--- src/sap_pkg.sv ---
// ----------------------------------------------------------------------------
// sap_pkg
// Shared types and constants of the stereo allpass phaser core.
// ----------------------------------------------------------------------------
package sap_pkg;

   // fixed field widths and scalings
   localparam int COEF_WIDTH   = 24;
   localparam int FB_WIDTH     = 16;
   localparam int MIX_WIDTH    = 17;
   localparam int STAGE_WIDTH  = 4;
   localparam int FB_FRAC      = 15;
   localparam int MIX_FRAC     = 16;
   localparam int MIX_ONE      = 65536;
   localparam int CSR_IDX_BITS = 2;

   // register reset values
   localparam logic [STAGE_WIDTH-1:0] STAGE_RESET = 4'd12;
   localparam logic [MIX_WIDTH-1:0]   MIX_RESET   = 17'd32768;

   // register indexes
   localparam logic [CSR_IDX_BITS-1:0] REG_STAGE_COUNT     = 2'd0;
   localparam logic [CSR_IDX_BITS-1:0] REG_FEEDBACK_AMOUNT = 2'd1;
   localparam logic [CSR_IDX_BITS-1:0] REG_WET_MIX         = 2'd2;

   // command codes
   localparam logic CMD_PROCESS = 1'b0;
   localparam logic CMD_LOAD    = 1'b1;

   // parameter defaults
   localparam int DEF_MAX_SECTIONS  = 12;
   localparam int DEF_SAMPLE_BITS   = 24;
   localparam int DEF_COEF_FRAC_BITS = 22;

   // control of the shared multiply-accumulate unit
   typedef struct packed {
      logic valid;
      logic clear;
      logic sub;
   } mac_ctrl_type;

endpackage

--- src/stereo_allpass_phaser_top.sv ---
// ----------------------------------------------------------------------------
// stereo_allpass_phaser_top
// Stereo phaser core: feedback, first-order allpass cascade, wet/dry mix.
// ----------------------------------------------------------------------------
// A coefficient-load word is taken while idle and leaves the core idle. After a
// sample-pair word is accepted the core is busy and takes no new word until it
// returns to idle. Each channel runs stage_count sections (none when
// stage_count is zero or above MAX_SECTIONS): feedback states, then per section
// a history read, the multiply states, a wait and a write-back, then mix states,
// all of them set by the single shared multiplier, its accumulate stage and the
// registered read of the history memory, and a final state hands the pair to
// the output register. That final state stretches for as long as the previous
// result still waits there. Once handed over, the next word is taken while the
// result is still pending. History is cleared at reset by per-entry valid
// flags, with no clearing pass.
// ----------------------------------------------------------------------------
module stereo_allpass_phaser_top #(
   parameter int MAX_SECTIONS   = sap_pkg::DEF_MAX_SECTIONS,
   parameter int SAMPLE_BITS    = sap_pkg::DEF_SAMPLE_BITS,
   parameter int COEF_FRAC_BITS = sap_pkg::DEF_COEF_FRAC_BITS
) (
   input  logic clock,
   input  logic reset,
   // stream in
   input  logic req_tvalid,
   output logic req_tready,
   // left_sample, right_sample, left_a0, left_a1, left_b1,
   // right_a0, right_a1, right_b1, zero fill
   input  logic [((2*SAMPLE_BITS + 6*sap_pkg::COEF_WIDTH + 7) / 8) * 8 - 1:0] req_tdata,
   // command
   input  logic req_tuser,
   // stream out
   output logic rsp_tvalid,
   input  logic rsp_tready,
   // left_out, right_out, zero fill
   output logic [((2*SAMPLE_BITS + 7) / 8) * 8 - 1:0] rsp_tdata,
   // register write port
   input  logic                              csr_we,
   input  logic [sap_pkg::CSR_IDX_BITS-1:0]  csr_index,
   input  logic [sap_pkg::MIX_WIDTH-1:0]     csr_wdata
);

   localparam int SB    = SAMPLE_BITS;
   localparam int CW    = sap_pkg::COEF_WIDTH;
   localparam int AW    = SB + 1;
   localparam int BW    = CW;
   localparam int ACCW  = AW + BW + 2;
   localparam int OUT_W = ((2*SB + 7) / 8) * 8;
   localparam int DEPTH = 2 * MAX_SECTIONS;
   localparam int ADRW  = $clog2(DEPTH);
   localparam int SCW   = (MAX_SECTIONS > 1) ? $clog2(MAX_SECTIONS) : 1;

   localparam logic signed [ACCW-1:0] SMAX = {{(ACCW-SB+1){1'b0}}, {(SB-1){1'b1}}};
   localparam logic signed [ACCW-1:0] SMIN = {{(ACCW-SB+1){1'b1}}, {(SB-1){1'b0}}};
   localparam logic signed [ACCW-1:0] HALF_FB  = ACCW'(1) <<< (sap_pkg::FB_FRAC - 1);
   localparam logic signed [ACCW-1:0] HALF_MIX = ACCW'(1) <<< (sap_pkg::MIX_FRAC - 1);
   localparam logic signed [ACCW-1:0] HALF_CF  = ACCW'(1) <<< (COEF_FRAC_BITS - 1);
   localparam logic [sap_pkg::MIX_WIDTH-1:0] MIX_ONE_V = sap_pkg::MIX_WIDTH'(sap_pkg::MIX_ONE);

   // sequencer states
   localparam logic [3:0] S_IDLE = 4'd0;
   localparam logic [3:0] S_FB   = 4'd1;
   localparam logic [3:0] S_FBW  = 4'd2;
   localparam logic [3:0] S_WET  = 4'd3;
   localparam logic [3:0] S_RD   = 4'd4;
   localparam logic [3:0] S_M0   = 4'd5;
   localparam logic [3:0] S_M1   = 4'd6;
   localparam logic [3:0] S_M2   = 4'd7;
   localparam logic [3:0] S_W1   = 4'd8;
   localparam logic [3:0] S_SEC  = 4'd9;
   localparam logic [3:0] S_MIX  = 4'd10;
   localparam logic [3:0] S_MXW  = 4'd11;
   localparam logic [3:0] S_MXO  = 4'd12;
   localparam logic [3:0] S_DONE = 4'd13;

   function automatic logic signed [SB-1:0] sat(input logic signed [ACCW-1:0] v);
      logic signed [ACCW-1:0] r;
      r = v;
      if (v > SMAX) begin
         r = SMAX;
      end else if (v < SMIN) begin
         r = SMIN;
      end
      return r[SB-1:0];
   endfunction

   function automatic logic signed [ACCW-1:0] ext(input logic signed [SB-1:0] v);
      return $signed({{(ACCW-SB){v[SB-1]}}, v});
   endfunction

   // registers
   logic [3:0]                     state_ff, state_in;
   logic                           chan_ff, chan_in;
   logic [SCW-1:0]                 sec_ff, sec_in;
   logic signed [SB-1:0]           dry_ff [2];
   logic signed [SB-1:0]           wet_ff, wet_in;
   logic signed [SB-1:0]           out_l_ff, out_l_in;
   logic signed [SB-1:0]           out_r_ff, out_r_in;
   logic signed [SB-1:0]           fb_ff [2];
   logic signed [CW-1:0]           a0_ff [2];
   logic signed [CW-1:0]           a1_ff [2];
   logic signed [CW-1:0]           b1_ff [2];
   logic [sap_pkg::STAGE_WIDTH-1:0] stage_count_ff;
   logic signed [sap_pkg::FB_WIDTH-1:0] famt_ff;
   logic [sap_pkg::MIX_WIDTH-1:0]  wet_mix_ff;
   logic                           rsp_valid_ff, rsp_valid_in;
   logic [SB-1:0]                  rsp_l_ff, rsp_r_ff;

   // shared unit and history
   sap_pkg::mac_ctrl_type          mac_ctrl;
   logic signed [AW-1:0]           mac_a;
   logic signed [BW-1:0]           mac_b;
   logic signed [ACCW-1:0]         mac_acc;
   logic [ADRW-1:0]                hist_addr;
   logic                           hist_wr, hist_rd;
   logic [2*SB-1:0]                hist_rdata;
   logic signed [SB-1:0]           x1, y1, y_new, dry_cur;
   logic signed [ACCW-1:0]         rnd_fb, rnd_cf, rnd_mix;
   logic [sap_pkg::MIX_WIDTH-1:0]  mix_eff;
   logic                           no_sections, last_sec, accept, rsp_free, fb_store;

   assign accept   = req_tvalid && req_tready;
   assign rsp_free = !rsp_valid_ff || rsp_tready;
   assign req_tready = (state_ff == S_IDLE);

   assign dry_cur = dry_ff[chan_ff];
   assign x1 = $signed(hist_rdata[2*SB-1:SB]);
   assign y1 = $signed(hist_rdata[SB-1:0]);
   assign mix_eff = (wet_mix_ff > MIX_ONE_V) ? MIX_ONE_V : wet_mix_ff;
   assign no_sections = (stage_count_ff == '0) || (32'(stage_count_ff) > MAX_SECTIONS);
   assign last_sec = ((32'(sec_ff) + 32'd1) == 32'(stage_count_ff));
   assign hist_addr = ADRW'(chan_ff ? MAX_SECTIONS : 0) + ADRW'(sec_ff);

   assign rnd_fb  = (mac_acc + HALF_FB) >>> sap_pkg::FB_FRAC;
   assign rnd_cf  = (mac_acc + HALF_CF) >>> COEF_FRAC_BITS;
   assign rnd_mix = (mac_acc + HALF_MIX) >>> sap_pkg::MIX_FRAC;
   assign y_new   = sat(rnd_cf);

   // operand selection for the shared unit
   always_comb begin
      mac_ctrl = '0;
      mac_a    = '0;
      mac_b    = '0;
      hist_rd  = 1'b0;
      hist_wr  = 1'b0;
      unique case (state_ff)
         S_FB: begin
            mac_ctrl = '{valid: 1'b1, clear: 1'b1, sub: 1'b0};
            mac_a    = $signed({fb_ff[chan_ff][SB-1], fb_ff[chan_ff]});
            mac_b    = $signed({{(BW-sap_pkg::FB_WIDTH){famt_ff[sap_pkg::FB_WIDTH-1]}},
                                famt_ff});
         end
         S_RD: begin
            hist_rd = 1'b1;
         end
         S_M0: begin
            mac_ctrl = '{valid: 1'b1, clear: 1'b1, sub: 1'b0};
            mac_a    = $signed({wet_ff[SB-1], wet_ff});
            mac_b    = a0_ff[chan_ff];
         end
         S_M1: begin
            mac_ctrl = '{valid: 1'b1, clear: 1'b0, sub: 1'b0};
            mac_a    = $signed({x1[SB-1], x1});
            mac_b    = a1_ff[chan_ff];
         end
         S_M2: begin
            mac_ctrl = '{valid: 1'b1, clear: 1'b0, sub: 1'b1};
            mac_a    = $signed({y1[SB-1], y1});
            mac_b    = b1_ff[chan_ff];
         end
         S_SEC: begin
            hist_wr = 1'b1;
         end
         S_MIX: begin
            mac_ctrl = '{valid: 1'b1, clear: 1'b1, sub: 1'b0};
            mac_a    = $signed({wet_ff[SB-1], wet_ff}) - $signed({dry_cur[SB-1], dry_cur});
            mac_b    = $signed(BW'(mix_eff));
         end
         default: begin
         end
      endcase
   end

   // sequencer
   always_comb begin
      state_in     = state_ff;
      chan_in      = chan_ff;
      sec_in       = sec_ff;
      wet_in       = wet_ff;
      out_l_in     = out_l_ff;
      out_r_in     = out_r_ff;
      fb_store     = 1'b0;
      rsp_valid_in = rsp_valid_ff && !rsp_tready;
      unique case (state_ff)
         S_IDLE: begin
            if (accept && req_tuser == sap_pkg::CMD_PROCESS) begin
               chan_in  = 1'b0;
               state_in = S_FB;
            end
         end
         S_FB:  state_in = S_FBW;
         S_FBW: state_in = S_WET;
         S_WET: begin
            wet_in   = sat(ext(dry_cur) - rnd_fb);
            sec_in   = '0;
            state_in = no_sections ? S_MIX : S_RD;
         end
         S_RD:  state_in = S_M0;
         S_M0:  state_in = S_M1;
         S_M1:  state_in = S_M2;
         S_M2:  state_in = S_W1;
         S_W1:  state_in = S_SEC;
         S_SEC: begin
            wet_in = y_new;
            if (last_sec) begin
               state_in = S_MIX;
            end else begin
               sec_in   = sec_ff + 1'b1;
               state_in = S_RD;
            end
         end
         S_MIX: state_in = S_MXW;
         S_MXW: state_in = S_MXO;
         S_MXO: begin
            fb_store = 1'b1;
            if (chan_ff) begin
               out_r_in = sat(ext(dry_cur) + rnd_mix);
               state_in = S_DONE;
            end else begin
               out_l_in = sat(ext(dry_cur) + rnd_mix);
               chan_in  = 1'b1;
               state_in = S_FB;
            end
         end
         S_DONE: begin
            if (rsp_free) begin
               rsp_valid_in = 1'b1;
               state_in     = S_IDLE;
            end
         end
         default: state_in = S_IDLE;
      endcase
   end

   always_ff @(posedge clock) begin
      wet_ff   <= wet_in;
      out_l_ff <= out_l_in;
      out_r_ff <= out_r_in;
      sec_ff   <= sec_in;
      if (accept) begin
         dry_ff[0] <= $signed(req_tdata[SB-1:0]);
         dry_ff[1] <= $signed(req_tdata[2*SB-1:SB]);
      end
      if (state_ff == S_DONE && rsp_free) begin
         rsp_l_ff <= out_l_ff;
         rsp_r_ff <= out_r_ff;
      end
   end

   always_ff @(posedge clock) begin
      if (reset) begin
         state_ff       <= S_IDLE;
         chan_ff        <= 1'b0;
         rsp_valid_ff   <= 1'b0;
         fb_ff[0]       <= '0;
         fb_ff[1]       <= '0;
         a0_ff[0]       <= '0;
         a0_ff[1]       <= '0;
         a1_ff[0]       <= '0;
         a1_ff[1]       <= '0;
         b1_ff[0]       <= '0;
         b1_ff[1]       <= '0;
         stage_count_ff <= sap_pkg::STAGE_RESET;
         famt_ff        <= '0;
         wet_mix_ff     <= sap_pkg::MIX_RESET;
      end else begin
         state_ff     <= state_in;
         chan_ff      <= chan_in;
         rsp_valid_ff <= rsp_valid_in;
         if (fb_store) begin
            fb_ff[chan_ff] <= wet_ff;
         end
         if (accept && req_tuser == sap_pkg::CMD_LOAD) begin
            a0_ff[0] <= $signed(req_tdata[2*SB + 0*CW +: CW]);
            a1_ff[0] <= $signed(req_tdata[2*SB + 1*CW +: CW]);
            b1_ff[0] <= $signed(req_tdata[2*SB + 2*CW +: CW]);
            a0_ff[1] <= $signed(req_tdata[2*SB + 3*CW +: CW]);
            a1_ff[1] <= $signed(req_tdata[2*SB + 4*CW +: CW]);
            b1_ff[1] <= $signed(req_tdata[2*SB + 5*CW +: CW]);
         end
         if (csr_we) begin
            unique case (csr_index)
               sap_pkg::REG_STAGE_COUNT:
                  stage_count_ff <= csr_wdata[sap_pkg::STAGE_WIDTH-1:0];
               sap_pkg::REG_FEEDBACK_AMOUNT:
                  famt_ff <= $signed(csr_wdata[sap_pkg::FB_WIDTH-1:0]);
               sap_pkg::REG_WET_MIX:
                  wet_mix_ff <= csr_wdata;
               default: begin
               end
            endcase
         end
      end
   end

   sap_mac #(
      .AW(AW),
      .BW(BW)
   ) u_mac (
      .clock (clock),
      .reset (reset),
      .ctrl  (mac_ctrl),
      .op_a  (mac_a),
      .op_b  (mac_b),
      .acc   (mac_acc)
   );

   // history word: previous input high, previous output low
   sap_hist #(
      .DEPTH(DEPTH),
      .WIDTH(2*SB)
   ) u_hist (
      .clock   (clock),
      .reset   (reset),
      .wr_en   (hist_wr),
      .wr_addr (hist_addr),
      .wr_data ({wet_ff, y_new}),
      .rd_en   (hist_rd),
      .rd_addr (hist_addr),
      .rd_data (hist_rdata)
   );

   assign rsp_tvalid = rsp_valid_ff;
   assign rsp_tdata  = OUT_W'({rsp_r_ff, rsp_l_ff});

endmodule

--- src/sap_mac.sv ---
// ----------------------------------------------------------------------------
// sap_mac
// Shared signed multiply-accumulate unit: registered product, then
// accumulate in the following cycle.
// ----------------------------------------------------------------------------
module sap_mac #(
   parameter int AW = 25,
   parameter int BW = 24
) (
   input  logic                          clock,
   input  logic                          reset,
   input  sap_pkg::mac_ctrl_type         ctrl,
   input  logic signed [AW-1:0]          op_a,
   input  logic signed [BW-1:0]          op_b,
   output logic signed [AW+BW+1:0]       acc
);

   localparam int PW   = AW + BW;
   localparam int ACCW = PW + 2;

   logic signed [PW-1:0]   prod_ff;
   sap_pkg::mac_ctrl_type  ctrl_d_ff;
   logic signed [ACCW-1:0] acc_ff;
   logic signed [ACCW-1:0] acc_in;
   logic signed [ACCW-1:0] prod_ext;
   logic signed [ACCW-1:0] base;

   always_comb begin
      prod_ext = $signed({{2{prod_ff[PW-1]}}, prod_ff});
      base     = ctrl_d_ff.clear ? '0 : acc_ff;
      acc_in   = ctrl_d_ff.sub ? (base - prod_ext) : (base + prod_ext);
   end

   always_ff @(posedge clock) begin
      prod_ff <= PW'(op_a) * PW'(op_b);
      if (ctrl_d_ff.valid) begin
         acc_ff <= acc_in;
      end
      if (reset) begin
         ctrl_d_ff <= '0;
      end else begin
         ctrl_d_ff <= ctrl;
      end
   end

   assign acc = acc_ff;

endmodule

--- src/sap_hist.sv ---
// ----------------------------------------------------------------------------
// sap_hist
// Section history memory: previous input and output of every section,
// one write and one registered read a cycle, entries read as zero until
// first written after reset.
// ----------------------------------------------------------------------------
module sap_hist #(
   parameter int DEPTH = 24,
   parameter int WIDTH = 48
) (
   input  logic                     clock,
   input  logic                     reset,
   input  logic                     wr_en,
   input  logic [$clog2(DEPTH)-1:0] wr_addr,
   input  logic [WIDTH-1:0]         wr_data,
   input  logic                     rd_en,
   input  logic [$clog2(DEPTH)-1:0] rd_addr,
   output logic [WIDTH-1:0]         rd_data
);

   logic [WIDTH-1:0] mem [DEPTH];
   logic [DEPTH-1:0] valid_ff;
   logic [WIDTH-1:0] rd_data_ff;

   always_ff @(posedge clock) begin
      if (wr_en) begin
         mem[wr_addr] <= wr_data;
      end
      if (rd_en) begin
         rd_data_ff <= valid_ff[rd_addr] ? mem[rd_addr] : '0;
      end
   end

   always_ff @(posedge clock) begin
      if (reset) begin
         valid_ff <= '0;
      end else if (wr_en) begin
         valid_ff[wr_addr] <= 1'b1;
      end
   end

   assign rd_data = rd_data_ff;

endmodule
--- config.mk ---
export PLATFORM = sky130hd
export DESIGN_NAME = stereo_allpass_phaser_top
export DESIGN_NICKNAME = d
export VERILOG_FILES = /design/src/sap_pkg.sv /design/src/stereo_allpass_phaser_top.sv /design/src/sap_mac.sv /design/src/sap_hist.sv
export SDC_FILE = /design/constraint.sdc
export NUM_CORES = 2
export LEC_CHECK = 0
export BUFFER_PORTS_ARGS = -buffer_cell sky130_fd_sc_hd__buf_2
export CORE_UTILIZATION = 55
export CTS_BUF_LIST = sky130_fd_sc_hd__clkbuf_8
export DETAILED_ROUTE_END_ITERATION = 12
export GPL_TIMING_DRIVEN = 0
export MAX_ROUTING_LAYER = met4
export PLACE_DENSITY = 0.74
export SYNTH_ARGS = -nofsm -noshare
export SYNTH_HDL_FRONTEND = slang
export SYNTH_SLANG_ARGS = --single-unit
export TNS_END_PERCENT = 30
--- constraint.sdc ---
create_clock -name clock -period 11.4 [get_ports clock]
set_input_delay 1.71 -clock clock [delete_from_list [all_inputs] [get_ports clock]]
set_output_delay 1.71 -clock clock [all_outputs]
set_load 0.02 [all_outputs]
==> flow_summary.rst <==
.. list-table::
   :header-rows: 1

   * - Metric
     - Value
   * - Status
     - finished, violations left
   * - Violations in the final reports
     - design-rule violations, max-capacitance violations, max-slew violations
   * - Die ar.
     - 180000 µm²
   * - Placed Instances
     - 10137
   * - Total number of clock tree sinks
     - 1735
   * - Clock tree from TritonCTS
     - built
   * - Drt initial violations
     - 8356
   * - Chip Width
     - 424 µm
   * - Iteration count of the initial detailed-routing pass
     - 10
   * - Clk Latency, worst-skew pair
     - 1.06 ns
   * - Row cnt
     - 154
   * - Number of nets in the final layout
     - 9263
   * - DP HPWL
     - 232000 µm
   * - VDD IR max
     - 144 µV
   * - CTS clk-pin slew, worst paths
     - 0.07 ns
   * - DRT Wirelength
     - 310000 µm
   * - Dominant register cell in the synthesized netlist
     - sky130_fd_sc_hd__edfxtp_1
   * - Final total power
     - 14.9 mW
   * - Critical path required time
     - 12.29 ns
   * - Met3 WL post-DR
     - 32200 µm
   * - Fraction of synthesized area in multiplexers
     - 8.13%
   * - # DRC
     - 44
   * - Cell accounting for the most synthesized area
     - sky130_fd_sc_hd__edfxtp_1
   * - Largest net degree at the start of global routing
     - 75
   * - Setup clock skew after layout
     - 0.121 ns
   * - Sum of routed wire segments on met1
     - 115000 µm
   * - Number of top-level pins
     - 267
   * - Chip Height
     - 424 µm
   * - Number of warning messages in the yosys log
     - 0
   * - Adder-cell area share of the yosys netlist
     - 16.5%
   * - Max-slew violations
     - 8
   * - Flops & latches, synth
     - 1735
   * - Clock period minus final worst setup slack
     - 11.08 ns
   * - Clock Tree Buf Depth
     - 4
   * - Overall fraction of global-route tracks in use
     - 35.8%
   * - Leakage power summed over all cells
     - 41.7 nW
   * - Hold Fails Final Rpt
     - 0
   * - Min-Delay Path Class
     - flop to flop
   * - Cell chosen for the clock root
     - sky130_fd_sc_hd__clkbuf_8
   * - Power per standard cell area
     - 135 nW/µm²
   * - Path type of the worst setup path
     - flop to flop
   * - Largest driver fanout on the critical path
     - 10
   * - Area of the placeable core
     - 176000 µm²
   * - Ratio of routed vias to standard cells
     - 6.18
   * - Worst max-slew margin expressed relative to the limit
     - -0.504%
   * - Number of max-cap violations
     - 3
   * - Mapped Area
     - 97900 µm²
   * - Final Non-Filler Cells
     - 10670
   * - Upper clock frequency limit
     - 0.0902 GHz
   * - Fraction of synthesized cell area in xor and xnor cells
     - 2.99%
   * - CTS buffer count
     - 295
   * - Synthesized net count
     - 8578
   * - Fill cell instance count of the final layout
     - 13212
   * - Weighted congestion reported at the end of routability-driven placement
     - 1.02
   * - Sequential area share after synthesis
     - 52.0%
   * - Total of hold buffers inserted after clock tree synthesis
     - 0
   * - Main area contributors after synthesis
     - sky130_fd_sc_hd__edfxtp_1 (50%), sky130_fd_sc_hd__fa_1 (13%), sky130_fd_sc_hd__mux4_2 (6.8%), sky130_fd_sc_hd__ha_1 (3.7%), sky130_fd_sc_hd__inv_1 (3.0%)
   * - Number of global-route vias before repair
     - 66879
   * - Measured slew at the worst slew-check pin
     - 1.51 ns
   * - Routed len/inst
     - 29.0 µm
   * - Synth Area in Simple Gates
     - 9.13%
   * - Count of distinct cell types in the synthesized netlist
     - 96
   * - Maximum level of the CTS H-tree
     - 5
   * - Most common cell type on the critical path
     - sky130_fd_sc_hd__fa_1
   * - Post-DRT Antenna Nets
     - 0
   * - Post-synth top area share
     - 49.5%
   * - Critical Path Source Type
     - flop
   * - Number of buffers inserted by port buffering
     - 265
   * - Portion of the clock cycle consumed by the worst path in the final layout
     - 97.2%
   * - Post-synthesis cell count
     - 7444
   * - Area fraction in compound gates after synthesis
     - 6.87%
   * - Starting density of the core
     - 55.5%
   * - Gr ovfl total
     - 0
   * - Data arrival time of the critical path
     - 11.97 ns
   * - Number of synthesized flops with an enable pin
     - 1615
   * - Critical-path cell with the highest stage delay
     - sky130_fd_sc_hd__clkbuf_1
   * - Combinational family with the most area after synthesis
     - adder cells
   * - Top routing layer in use
     - met4
   * - Final count of negative-setup-slack endpoints
     - 0
   * - Number of antenna violations at the first check in global routing
     - 19
   * - Met2 WL
     - 144000 µm
   * - RSZ-0062 raised after global routing
     - no
   * - Synthesized area divided by synthesized cell count
     - 13.2 µm²
   * - Share of final-layout standard cells stronger than drive strength 1
     - 16.0%
   * - Area growth from synthesis to final layout
     - 12.5%
   * - Proportion of synthesized flip-flops having asynchronous set or reset
     - 0%
   * - First-pass GRT wire length
     - 449000 µm
   * - Vias
     - 65976
   * - Fin Setup TNS
     - 0 ns
   * - Worst path max stage delay
     - 0.78 ns
   * - Critical Path Sink Type
     - flop
[final cells by class]
class                      count  area [µm²]  share of cell area [%]
antenna                       12        30.0                  0.0272
timing repair buffer         394        3290                    2.98
tap                         2340        2930                    2.66
clock buffer                 310        4270                    3.87
clock inverter               176         836                   0.758
buffer                       349        1580                    1.43
sequential                  1735       50900                    46.2
inverter                     770        2890                    2.63
multi-input combinational   4584       43500                    39.5
[metrics by stage]
stage	setup slack (ns)	utilization [%]	hold slack, ns	cell area, µm²
detailed placement	-4.68	59.0	0.405	104000
global route	0.0337	62.4	0.415	110000
finish	0.317	62.4	0.398	110000
floorplan	0.0534	-	0.400	97900
global placement	-4.71	57.9	0.403	102000
CTS	0.0275	62.3	0.391	110000
[what timing repair did]
| action | in CTS | in global routing |
|---|---|---|
| endpoints found under the hold margin | 0 | 0 |
| pin swaps | 11 | 12 |
| gates resized for setup | 129 | 68 |
| setup endpoints to repair | 42 | 13 |
| setup buffers | 26 | 14 |
[worst paths after layout]
kind,startpoint,to,slack (ns),cells past startpoint
max,state_ff[3],u_mac.prod_ff[46],0.32,32
min,out_r_ff[16],rsp_r_ff[16],0.40,0
max reg2reg,state_ff[3],u_mac.prod_ff[46],0.32,32
min reg2reg,out_r_ff[16],rsp_r_ff[16],0.40,0
[synth_stat cells, drive strengths merged, types with 9 or more instances]
cell type and n:
nor2b 99, mux2 56, inv 770, ha 292, nand3b 9, fa 625, mux4 294, xor2 112
a31oi 83, o21a 39, a211oi 34, a221oi 36, buf 67, a21oi 259, and3 25, nor4 22
o21ai 183, dfxtp 120, clkbuf 288, nor3b 14, mux2i 71, nand4 34, nor3 54, a21o 65
a211o 18, and2 289, and4 9, or2 18, or3 11, o21bai 22, nand2 718, nor2 437
nand3 71, nand2b 68, a22oi 132, edfxtp 1615, xnor2 222, a221o 29, o211ai 30
[layer usage]
layer | vias to the layer above | GRT usage, %
met4 | 0 | 18.3
met3 | 825 | 7.41
met2 | 4024 | 54.6
li1 | 27784 | -
met1 | 33343 | 45.7
met5 | - | -
[registers in the layout, indices dropped and copies added, names as in the netlist, 17 cells and up, named ones only]
| signal | count |
|---|---|
| u_mac.prod_ff | 49 |
| out_r_ff | 24 |
| u_hist.rd_data | 48 |
| b1_ff | 48 |
| dry_ff | 48 |
| fb_ff | 48 |
| out_l_ff | 24 |
| wet_ff | 24 |
| u_hist.valid_ff | 24 |
| u_mac.acc | 51 |
| a0_ff | 48 |
| wet_mix_ff | 17 |
| rsp_r_ff | 24 |
| rsp_l_ff | 24 |
| u_hist.mem | 1152 |
| a1_ff | 48 |
[critical path: cells and delay by family, from the launching register on]
kind | cells | cell delay [ns]
AOI/OAI and AO/OA | 6 | 1.44
xor gates and xnor gates | 1 | 0.14
adders and majority gates | 8 | 4.28
buffers and inverters | 8 | 2.60
DFF | 1 | 0.32
and+or+nand+nor | 9 | 2.15
[cell families (layout without fill, tap and decap cells)]
| group | Yosys count | after routing |
|---|---|---|
| compound gates | 1015 | 1015 |
| flops | 1735 | 1735 |
| simple gates | 1894 | 1894 |
| mux | 421 | 421 |
| xor+xnor | 334 | 334 |
| fa+ha+maj | 920 | 920 |
| other cells | 0 | 12 |
| buf+inv | 1125 | 1999 |
[power by group]
| part | leakage [nW] | internal, mW | switching (mW) |
|---|---|---|---|
| clock network | 2.93 | 2.58 | 2.47 |
| registers | 15.8 | 7.24 | 0.0751 |
| logic | 23.0 | 0.946 | 1.61 |
[layout by cell type, fill, tap and decap left out, types with 254 or more instances in the layout]
cell,count
sky130_fd_sc_hd__edfxtp_1,1615
sky130_fd_sc_hd__inv_1,843
sky130_fd_sc_hd__nand2_1,716
sky130_fd_sc_hd__fa_1,621
sky130_fd_sc_hd__nor2_1,408
sky130_fd_sc_hd__clkbuf_8,316
sky130_fd_sc_hd__mux4_2,294
sky130_fd_sc_hd__ha_1,288
sky130_fd_sc_hd__and2_1,287
sky130_fd_sc_hd__buf_2,285
sky130_fd_sc_hd__a21oi_1,254
(Power assumes the default switching activity.)
